## src/hdl/scaled_matrix_multiply_unit_assert.svh

```systemverilog
// Assertion macros shared by the scaled matrix multiply RTL.
// Depends on nothing; included by the files that carry assertions.
`ifndef SCALED_MATRIX_MULTIPLY_UNIT_ASSERT_SVH
`define SCALED_MATRIX_MULTIPLY_UNIT_ASSERT_SVH

// Same-cycle implication, disabled while reset is held.
`define SMM_ASSERT_IMPL(label, clk, rst_n, ante, cons) \
    label: assert property (@(posedge clk) disable iff (!rst_n) (ante) |-> (cons)) \
        else $error("scaled matrix multiply: same-cycle check failed");

// Next-cycle implication, disabled while reset is held.
`define SMM_ASSERT_NEXT(label, clk, rst_n, ante, cons) \
    label: assert property (@(posedge clk) disable iff (!rst_n) (ante) |=> (cons)) \
        else $error("scaled matrix multiply: next-cycle check failed");

`endif

```

## src/hdl/smm_pkg.sv

```systemverilog
// Shared types, codes and helper functions for the scaled matrix multiply block.
// No dependencies; used by the interfaces, smm_mac and the top module.
`default_nettype none

package smm_pkg;

    // Field and register widths.
    localparam int KIND_W      = 2;
    localparam int IDX_FIELD_W = 6;
    localparam int VALUE_W     = 16;
    localparam int PRODUCT_W   = 48;
    localparam int CNT_W       = 7;
    localparam int SCALE_W     = 16;
    localparam int CFG_INDEX_W = 2;
    localparam int CFG_DATA_W  = 16;
    localparam int EFF_W       = 9;

    // Item kinds.
    localparam logic [KIND_W-1:0] KIND_LOAD_A  = 2'd0;
    localparam logic [KIND_W-1:0] KIND_LOAD_B  = 2'd1;
    localparam logic [KIND_W-1:0] KIND_COMPUTE = 2'd2;

    // Configuration register indexes.
    localparam logic [CFG_INDEX_W-1:0] REG_ROW_COUNT   = 2'd0;
    localparam logic [CFG_INDEX_W-1:0] REG_INNER_COUNT = 2'd1;
    localparam logic [CFG_INDEX_W-1:0] REG_COL_COUNT   = 2'd2;
    localparam logic [CFG_INDEX_W-1:0] REG_SCALE       = 2'd3;

    // Reset values of the configuration registers.
    localparam logic [CNT_W-1:0]   COUNT_RESET = 7'd64;
    localparam logic [SCALE_W-1:0] SCALE_RESET = 16'd6144;

    // Saturation bounds of the signed 48-bit result.
    localparam logic signed [63:0] PROD_MAX = 64'sh0000_7FFF_FFFF_FFFF;
    localparam logic signed [63:0] PROD_MIN = -64'sh0000_8000_0000_0000;

    // Fraction width of the Q4.12 scale and low-part width of the scaling multiply.
    localparam int SCALE_FRAC = 12;
    localparam int LO_W       = 24;

    // Control from the sequencer to the accumulate and scale unit.
    typedef struct packed {
        logic clear;
        logic term_vld;
        logic term_last;
        logic res_take;
    } mac_ctl_t;

    // A count of zero acts as one; a count above the maximum acts as the maximum.
    function automatic logic [EFF_W-1:0] eff_count(input logic [CNT_W-1:0] c,
                                                   input logic [EFF_W-1:0] max_dim);
        logic [EFF_W-1:0] c_ext;
        c_ext = EFF_W'(c);
        if (c_ext == '0)
            return EFF_W'(1);
        else if (c_ext > max_dim)
            return max_dim;
        else
            return c_ext;
    endfunction

endpackage

`default_nettype wire

```

## src/hdl/smm_mac.sv

```systemverilog
// Multiply-accumulate over the inner dimension, then scale, round and saturate.
// Depends on smm_pkg for the control struct and constants.
`default_nettype none

module smm_mac #(
    parameter int ACC_W = 38
) (
    input  wire logic                                clk,
    input  wire logic                                rst_n,
    input  wire smm_pkg::mac_ctl_t                   ctl,
    input  wire logic signed [smm_pkg::VALUE_W-1:0]  a_data,
    input  wire logic signed [smm_pkg::VALUE_W-1:0]  b_data,
    input  wire logic [smm_pkg::SCALE_W-1:0]         scale,
    output      logic                                res_vld,
    output      logic signed [smm_pkg::PRODUCT_W-1:0] product,
    output      logic                                overflow
);

    localparam int PROD_W = 2 * smm_pkg::VALUE_W;
    localparam int LO_W   = smm_pkg::LO_W;
    localparam int HI_W   = ACC_W - LO_W;
    localparam int PLO_W  = LO_W + smm_pkg::SCALE_W;
    localparam int PHI_W  = HI_W + smm_pkg::SCALE_W + 1;
    localparam int T_W    = ACC_W + smm_pkg::SCALE_W + 1;
    localparam int Q_W    = T_W - smm_pkg::SCALE_FRAC;

    logic signed [PROD_W-1:0] prod_reg;
    logic                     pv_reg;
    logic                     plast_reg;
    logic signed [ACC_W-1:0]  acc_reg;
    logic signed [ACC_W-1:0]  acc_next;
    logic                     acc_done_reg;
    logic [PLO_W-1:0]         pp_lo_reg;
    logic signed [PHI_W-1:0]  pp_hi_reg;
    logic                     pp_vld_reg;
    logic signed [T_W-1:0]    t_next;
    logic signed [Q_W-1:0]    q_reg;
    logic                     q_vld_reg;
    logic signed [63:0]       q_wide;
    logic                     sat_hi;
    logic                     sat_lo;
    logic                     res_vld_reg;
    logic signed [smm_pkg::PRODUCT_W-1:0] product_reg;
    logic                     overflow_reg;

    // Product of one A and one B element, exact Q16.16.
    always_ff @(posedge clk)
    begin
        if (ctl.term_vld)
        begin
            prod_reg <= a_data * b_data;
        end
    end

    always_ff @(posedge clk or negedge rst_n)
    begin
        if (!rst_n)
        begin
            pv_reg    <= 1'b0;
            plast_reg <= 1'b0;
        end
        else
        begin
            pv_reg    <= ctl.term_vld;
            plast_reg <= ctl.term_vld & ctl.term_last;
        end
    end

    // Running sum, cleared when a compute request starts.
    always_comb
    begin
        acc_next = acc_reg;
        if (ctl.clear)
            acc_next = '0;
        else if (pv_reg)
            acc_next = acc_reg + ACC_W'(prod_reg);
    end

    always_ff @(posedge clk)
    begin
        acc_reg <= acc_next;
    end

    always_ff @(posedge clk or negedge rst_n)
    begin
        if (!rst_n)
            acc_done_reg <= 1'b0;
        else
            acc_done_reg <= pv_reg & plast_reg;
    end

    // Scale by alpha as two partial products: low bits unsigned, high bits signed.
    always_ff @(posedge clk)
    begin
        if (acc_done_reg)
        begin
            pp_lo_reg <= PLO_W'(acc_reg[LO_W-1:0]) * PLO_W'(scale);
            pp_hi_reg <= PHI_W'($signed(acc_reg[ACC_W-1:LO_W]))
                         * PHI_W'($signed({1'b0, scale}));
        end
    end

    // Recombine, add half an LSB and drop the fraction bits (floor).
    always_comb
    begin
        t_next = (T_W'(pp_hi_reg) <<< LO_W)
                 + T_W'($signed({1'b0, pp_lo_reg}))
                 + T_W'(1 << (smm_pkg::SCALE_FRAC - 1));
    end

    always_ff @(posedge clk)
    begin
        if (pp_vld_reg)
        begin
            q_reg <= t_next[T_W-1:smm_pkg::SCALE_FRAC];
        end
    end

    always_ff @(posedge clk or negedge rst_n)
    begin
        if (!rst_n)
        begin
            pp_vld_reg <= 1'b0;
            q_vld_reg  <= 1'b0;
        end
        else
        begin
            pp_vld_reg <= acc_done_reg;
            q_vld_reg  <= pp_vld_reg;
        end
    end

    // Saturate to the signed 48-bit range.
    always_comb
    begin
        q_wide = 64'(q_reg);
        sat_hi = (q_wide > smm_pkg::PROD_MAX);
        sat_lo = (q_wide < smm_pkg::PROD_MIN);
    end

    always_ff @(posedge clk)
    begin
        if (q_vld_reg)
        begin
            if (sat_hi)
                product_reg <= smm_pkg::PRODUCT_W'(smm_pkg::PROD_MAX);
            else if (sat_lo)
                product_reg <= smm_pkg::PRODUCT_W'(smm_pkg::PROD_MIN);
            else
                product_reg <= q_wide[smm_pkg::PRODUCT_W-1:0];
            overflow_reg <= sat_hi | sat_lo;
        end
    end

    // The result is held until the sequencer takes it.
    always_ff @(posedge clk or negedge rst_n)
    begin
        if (!rst_n)
            res_vld_reg <= 1'b0;
        else if (q_vld_reg)
            res_vld_reg <= 1'b1;
        else if (ctl.res_take)
            res_vld_reg <= 1'b0;
    end

    assign res_vld  = res_vld_reg;
    assign product  = product_reg;
    assign overflow = overflow_reg;

endmodule

`default_nettype wire

```

## config.mk

```make
export PLATFORM = sky130hd
export DESIGN_NAME = smm_mac
export DESIGN_NICKNAME = d
export VERILOG_FILES = /design/src/hdl/scaled_matrix_multiply_unit_assert.svh /design/src/hdl/smm_pkg.sv /design/src/hdl/smm_mac.sv
export SDC_FILE = /design/constraint.sdc
export NUM_CORES = 2
export LEC_CHECK = 0
export BUFFER_PORTS_ARGS = -buffer_cell sky130_fd_sc_hd__buf_4
export CORE_MARGIN = 5
export CORE_UTILIZATION = 50
export DETAILED_ROUTE_END_ITERATION = 8
export PLACE_DENSITY = 0.75
export SETUP_SLACK_MARGIN = 0.2
export SLEW_MARGIN = 25
export SYNTH_ARGS = -nofsm -noshare
export SYNTH_HDL_FRONTEND = slang
export SYNTH_SLANG_ARGS = --single-unit
```

## constraint.sdc

```tcl
create_clock -name clk -period 5.8 [get_ports clk]
set_input_delay 1.16 -clock clk [delete_from_list [all_inputs] [get_ports clk]]
set_output_delay 1.16 -clock clk [all_outputs]
set_load 0.01 [all_outputs]
```

==> After elaboration in Yosys (flattened, before gate mapping) <==
Cells that the tools add are included.
{ "op_classes": {"add_sub_neg": 3, "mul": 3, "n_lt_le_gt_ge": 2, "mux": 3, "bitwise": 3, "n_reduce_logical": 1} }
{ "ops": {"columns": ["cell", "count"], "rows": [
  ["$add A55 B13 Y55 const B", 1],
  ["$add A55 B41 Y55", 1],
  ["$gt A43 B48 Y1 const B", 1],
  ["$lt A43 B48 Y1 const B", 1],
  ["$mux W48", 1],
  ["$mul A24 B16 Y40", 1],
  ["$add A38 B32 Y38", 1],
  ["$mul A16 B16 Y32", 1],
  ["$mul A14 B17 Y31", 1],
  ["$and A1 B1 Y1", 2],
  ["$mux W1", 2],
  ["$reduce_bool A2 Y1", 1],
  ["$or A1 B1 Y1", 1]
]} }
{ "totals": {"register_bits": 239, "output_inout_bits": 50, "word_cells": 28} }

==> Longest topological paths before layout <==
{ "logic_depth": {"ltp_word": 2, "mapped_depth": 25, "depth_no_buf": 24} }

==> Worst setup path after synthesis <==
No wires, ideal clock.
{ "synth_timing": {"kind": "input to register", "start": "input a_data[10] (netlist name)", "end": "register prod_reg[30] (data pin)", "arrival_ns": 6.716, "t_required_ns": 5.536, "slack_ns": -1.180, "stages": 21, "cell_sequence": "clkbuf_1 > nand2_1 > fa_1 > inv_1 > fa_1 > inv_1 > fa_1 > fa_1 > fa_1 > fa_1 > inv_1 > ha_1 > a21o_1 > o21bai_1 > nor3_1 > a21oi_1 > o211ai_1 > a21oi_1 > o41a_1 > a221oi_1 > xnor2_1"} }
{ "synth_between": {"elab_chain_cells": 1} }
{ "synth_rtl": {"columns": ["element", "line", "source"], "rows": [
  ["start, declared", "smm_mac.sv:11", "input wire logic signed [smm_pkg::VALUE_W-1:0] a_data,"],
  ["$mul A16 B16 Y32", "smm_mac.sv:51", "prod_reg <= a_data * b_data;"],
  ["end signal, assigned", "smm_mac.sv:51", null],
  ["end, declared", "smm_mac.sv:27", "logic signed [PROD_W-1:0] prod_reg;"]
]} }
No other way between the ends.
A chain may end at the register's enable or synchronous reset.

==> Worst setup path in the final report <==
{ "layout_timing": {"start": "input scale[5] (netlist name)", "end": "register pp_lo_reg[37] (data pin)"} }
{ "layout_between": {"elab_chain_cells": 1} }
{ "layout_rtl": {"columns": ["element", "line", "source"], "rows": [
  ["start, declared", "smm_mac.sv:13", "input wire logic [smm_pkg::SCALE_W-1:0] scale,"],
  ["$mul A24 B16 Y40", "smm_mac.sv:97", "pp_lo_reg <= PLO_W'(acc_reg[LO_W-1:0]) * PLO_W'(scale);"],
  ["end signal, assigned", "smm_mac.sv:97", null],
  ["end, declared", "smm_mac.sv:33", "logic [PLO_W-1:0] pp_lo_reg;"]
]} }
No other way between the ends.

==> insert_results.sql <==
INSERT INTO impl_metrics (metric_group, metric, value, unit) VALUES
('sta', 'final_period_minus_worst_setup_slack', '6401', 'ps'),
('floorplanning', 'dieArea', '85300', 'µm²'),
('layout', 'max_ffs_per_register', '44', ''),
('synthesis', 'number_of_enable_flip_flop_cells_after_synthesis', '180', ''),
('clock_network', 'tritoncts', 'done', ''),
('synthesis', 'post_synth_main_area_contributors', 'sky130_fd_sc_hd__fa_1 (37%), sky130_fd_sc_hd__edfxtp_1 (14%), sky130_fd_sc_hd__ha_1 (11%)', ''),
('synthesis', 'synth_nets', '5348', ''),
('global_routing', 'number_of_global_route_vias_before_repair', '33220', ''),
('clock_network', 'cts_sinks', '224', ''),
('global_routing', 'grt_antenna_before_repair', '2', ''),
('setup_path', 'crit_end', 'pp_lo_reg[37]$_DFFE_PP_', ''),
('drt', 'firstDrtPassIters', '6', ''),
('global_routing', 'grt_max_degree', '62', ''),
('clock_network', 'ctsHtreeMaxLevel', '1', ''),
('layout', 'syn2layout_area_growth', '25.44', '%'),
('setup_path', 'timing.critical_path.fanout_max', '8', ''),
('placed_design', 'dp.final_hpwl', '79640', 'µm'),
('placed_design', 'port_buffers', '103', ''),
('clock_network', 'clk_pin_slew_worst_paths', '70', 'ps'),
('global_routing', 'overflow', '0', ''),
('drt', 'postRouteWirelength', '105700', 'µm'),
('synthesis', 'ys_dominant_reg_cell', 'sky130_fd_sc_hd__edfxtp_1', ''),
('run', 'cap_viol_max_count', '0', ''),
('synthesis', 'syn-cell-area', '39780', 'µm²'),
('floorplanning', 'initial_core_utilization', '50.36', '%'),
('synthesis', 'postSynthAreaPerCell', '9.465', 'µm²'),
('synthesis', 'synth_cell_types', '87', ''),
('sta', 'max_freq', '156.2', 'MHz'),
('clock_network', 'clk_path_buf_depth', '3', ''),
('outcome', 'run_status', 'finished, violations left', ''),
('layout', 'final_nets', '5864', ''),
('drt', 'via_per_inst', '5.329', ''),
('setup_path', 'worstSetupEndpointType', 'flip-flop', ''),
('layout', 'final_common_cell', 'sky130_fd_sc_hd__inv_1', ''),
('sta', 'layout_worst_path_cycle_share', '110.4', '%'),
('setup_path', 'worstReg2RegEnd', 'pp_hi_reg[27]$_DFFE_PP_', ''),
('floorplanning', 'die_extent_in_y', '292.1', 'µm'),
('setup_path', 'critical_path_at', '6730', 'ps'),
('setup_path', 'sort_of_element_at_the_start_of_the_critical_path', 'primary input', ''),
('floorplanning', 'boundaryPins', '104', ''),
('setup_path', 'setup.worst_path.start', 'scale[5]', ''),
('floorplanning', 'fp-row-count', '103', ''),
('sta', 'max_slew_violations', '0', ''),
('sta', 'finalHoldViolCount', '0', ''),
('drt', 'num_vias', '30860', ''),
('min_path', 'worstHoldPathType', 'in -> async', ''),
('sta', 'setup_ws', '-601.4', 'ps'),
('synthesis', 'synth_largest_area_cell', 'sky130_fd_sc_hd__fa_1', ''),
('sta', 'setup_viol', '49', ''),
('setup_path', 'worst_r2r_startpoint', 'acc_reg[27]$_SDFFE_PP0P_', ''),
('setup_path', 'count_of_cells_along_the_worst_register_to_register_path', '21', ''),
('layout', 'most-common-layout-cells', 'sky130_fd_sc_hd__inv_1 (782), sky130_fd_sc_hd__fa_1 (670), sky130_fd_sc_hd__buf_4 (535), sky130_fd_sc_hd__nand2_1 (512), sky130_fd_sc_hd__and2_1 (305)', ''),
('clock_network', 'clock-root-buffer', 'sky130_fd_sc_hd__clkbuf_16', ''),
('clock_network', 'cts-buffers-inserted', '26', ''),
('placed_design', 'place_congestion', '0.9072', ''),
('sta', 'grt_setup_unrepaired', 'yes', ''),
('clock_network', 'clk-insertion-delay-late', '570', 'ps'),
('floorplanning', 'fp.coreArea', '79000', 'µm²'),
('drt', 'antenna_left', '0', ''),
('synthesis', 'ys_seq_area_share', '15.88', '%'),
('setup_path', 'worstSetupPathType', 'in -> reg', ''),
('setup_path', 'r2r_setup_slk', '-330', 'ps'),
('setup_path', 'cp_required', '6120', 'ps'),
('sta', 'worst_pin_slew', '1027', 'ps'),
('drt', 'avgRoutedWirePerCell', '18.25', 'µm'),
('sta', 'worst_slew_margin_rel', '31.53', '%'),
('global_routing', 'global_route_wire_length_before_repair', '166900', 'µm'),
('sta', 'tns', '-15410', 'ps'),
('synthesis', 'synthArstFlopShare', '2.679', '%'),
('drt', 'detail_route.iter0.violations', '2090', ''),
('drt', 'remaining_routing_drc_violations', '0', ''),
('synthesis', 'synth_cells', '4203', ''),
('synthesis', 'netlist.area_leader.share', '36.94', '%'),
('floorplanning', 'die_width', '292.1', 'µm'),
('sta', 'finalClockSkew', '31.10', 'ps'),
('outcome', 'failed_checks', 'negative setup slack', ''),
('global_routing', 'grt_util_all_layers', '23.56', '%'),
('synthesis', 'synth.ff_latch_count', '224', ''),
('layout', 'num-fill-cells', '5637', ''),
('layout', 'drive_gt1_share', '26.23', '%'),
('synthesis', 'synth.yosys.warnings', '0', '');
-- logic make-up after synthesis --
| group | Yosys count | share of synthesized area [%] |
|---|---|---|
| xor+xnor | 152 | 3.346 |
| simple gates | 1250 | 15.20 |
| other cells | 1 | 0.009426 |
| fa+ha+maj | 1091 | 48.16 |
| flops | 224 | 15.88 |
| mux | 29 | 0.7360 |
| buf+inv | 1090 | 10.33 |
| compound gates | 366 | 6.331 |
-- repair_timing --
item / CTS / global route
buffers inserted: 80 / 36
pin swaps: 181 / 208
resized for setup: 332 / 241
hold buffers: 0 / 0
cloned: 8 / 4
setup endpoints to repair: 61 / 66
-- per-layer routing --
layer  part of all wire [%]  vias to the layer above  global-route usage (%)
met5                      0                        -                       0
met4                    3.6                        0                   6.477
met3                    6.4                      303                   3.042
met2                     51                     1160                   42.60
met1                     39                    15490                   29.89
li1                       -                    13910                       -
-- synthesized netlist by cell type (all sizes together) (27+ instances only) --
cell,number
ha,357
fa,734
nand2,575
xnor2,110
mux2i,27
nor2,128
edfxtp,180
clkbuf,195
nor3,31
a21oi,98
inv,883
nand2b,50
a21o,50
and2,344
o21ai,64
dfxtp,38
xor2,42
nand3,37
-- through the flow --
step           util, %  area, µm²  hold slack (ps)  instances  setup WS (ps)
2_1_floorplan        -      41290            433.7       4203         -771.8
3_3_place_gp     57.62      45520            401.9       5613          -1024
3_5_place_dp     57.62      45520            404.5       5613          -1118
4_1_cts          61.54      48620            406.8       5749         -452.4
5_1_grt          63.16      49900            416.3       5790         -765.9
6_report         63.17      49900            409.6       5791         -601.4
-- worst min-delay path by stage --
stage                     depth (start not counted)  slack, ps                         to
final                                             1        410        res_vld$_DFFE_PN0P_
after global routing                              1        420        q_vld_reg$_DFF_PN0_
after CTS                                         1        410        q_vld_reg$_DFF_PN0_
after detailed placement                          0        400  product[35]$_SDFFCE_PP1P_
after global placement                            0        400   product[0]$_SDFFCE_PP1P_
after floorplan                                   1        430     acc_done_reg$_DFF_PN0_
-- worst max-delay path, cell delays in order --
cell,delay [ps]
sky130_fd_sc_hd__buf_16,120
sky130_fd_sc_hd__buf_4,130
sky130_fd_sc_hd__nand2_1,100
sky130_fd_sc_hd__fa_1,570
sky130_fd_sc_hd__inv_1,90
sky130_fd_sc_hd__fa_1,430
sky130_fd_sc_hd__fa_1,560
sky130_fd_sc_hd__inv_1,70
sky130_fd_sc_hd__fa_1,550
sky130_fd_sc_hd__inv_1,60
sky130_fd_sc_hd__fa_1,520
sky130_fd_sc_hd__inv_1,90
sky130_fd_sc_hd__fa_1,480
sky130_fd_sc_hd__inv_1,50
sky130_fd_sc_hd__ha_1,290
sky130_fd_sc_hd__nand4_1,100
sky130_fd_sc_hd__nor2_2,140
sky130_fd_sc_hd__nand3_2,140
sky130_fd_sc_hd__nor4_4,200
sky130_fd_sc_hd__nand3_4,140
sky130_fd_sc_hd__a21oi_4,270
sky130_fd_sc_hd__buf_6,140
sky130_fd_sc_hd__o21ai_2,60
sky130_fd_sc_hd__o21ai_2,160
sky130_fd_sc_hd__xnor2_1,100
-- cell type report --
cell class	count	area, µm²	share of cell area, %
flip-flops and latches	224	6322	12.67
well taps	1050	1314	2.633
diodes	2	5.005	0.01003
inverters	883	3318	6.649
multi-input cells	2889	31460	63.04
clock buffers	30	706.9	1.417
clock inverters	18	239.0	0.4789
repair buffers	695	6536	13.10
Power is not shown: default switching activity piles up to over one toggle a cycle in this logic, so the estimate is an artifact.
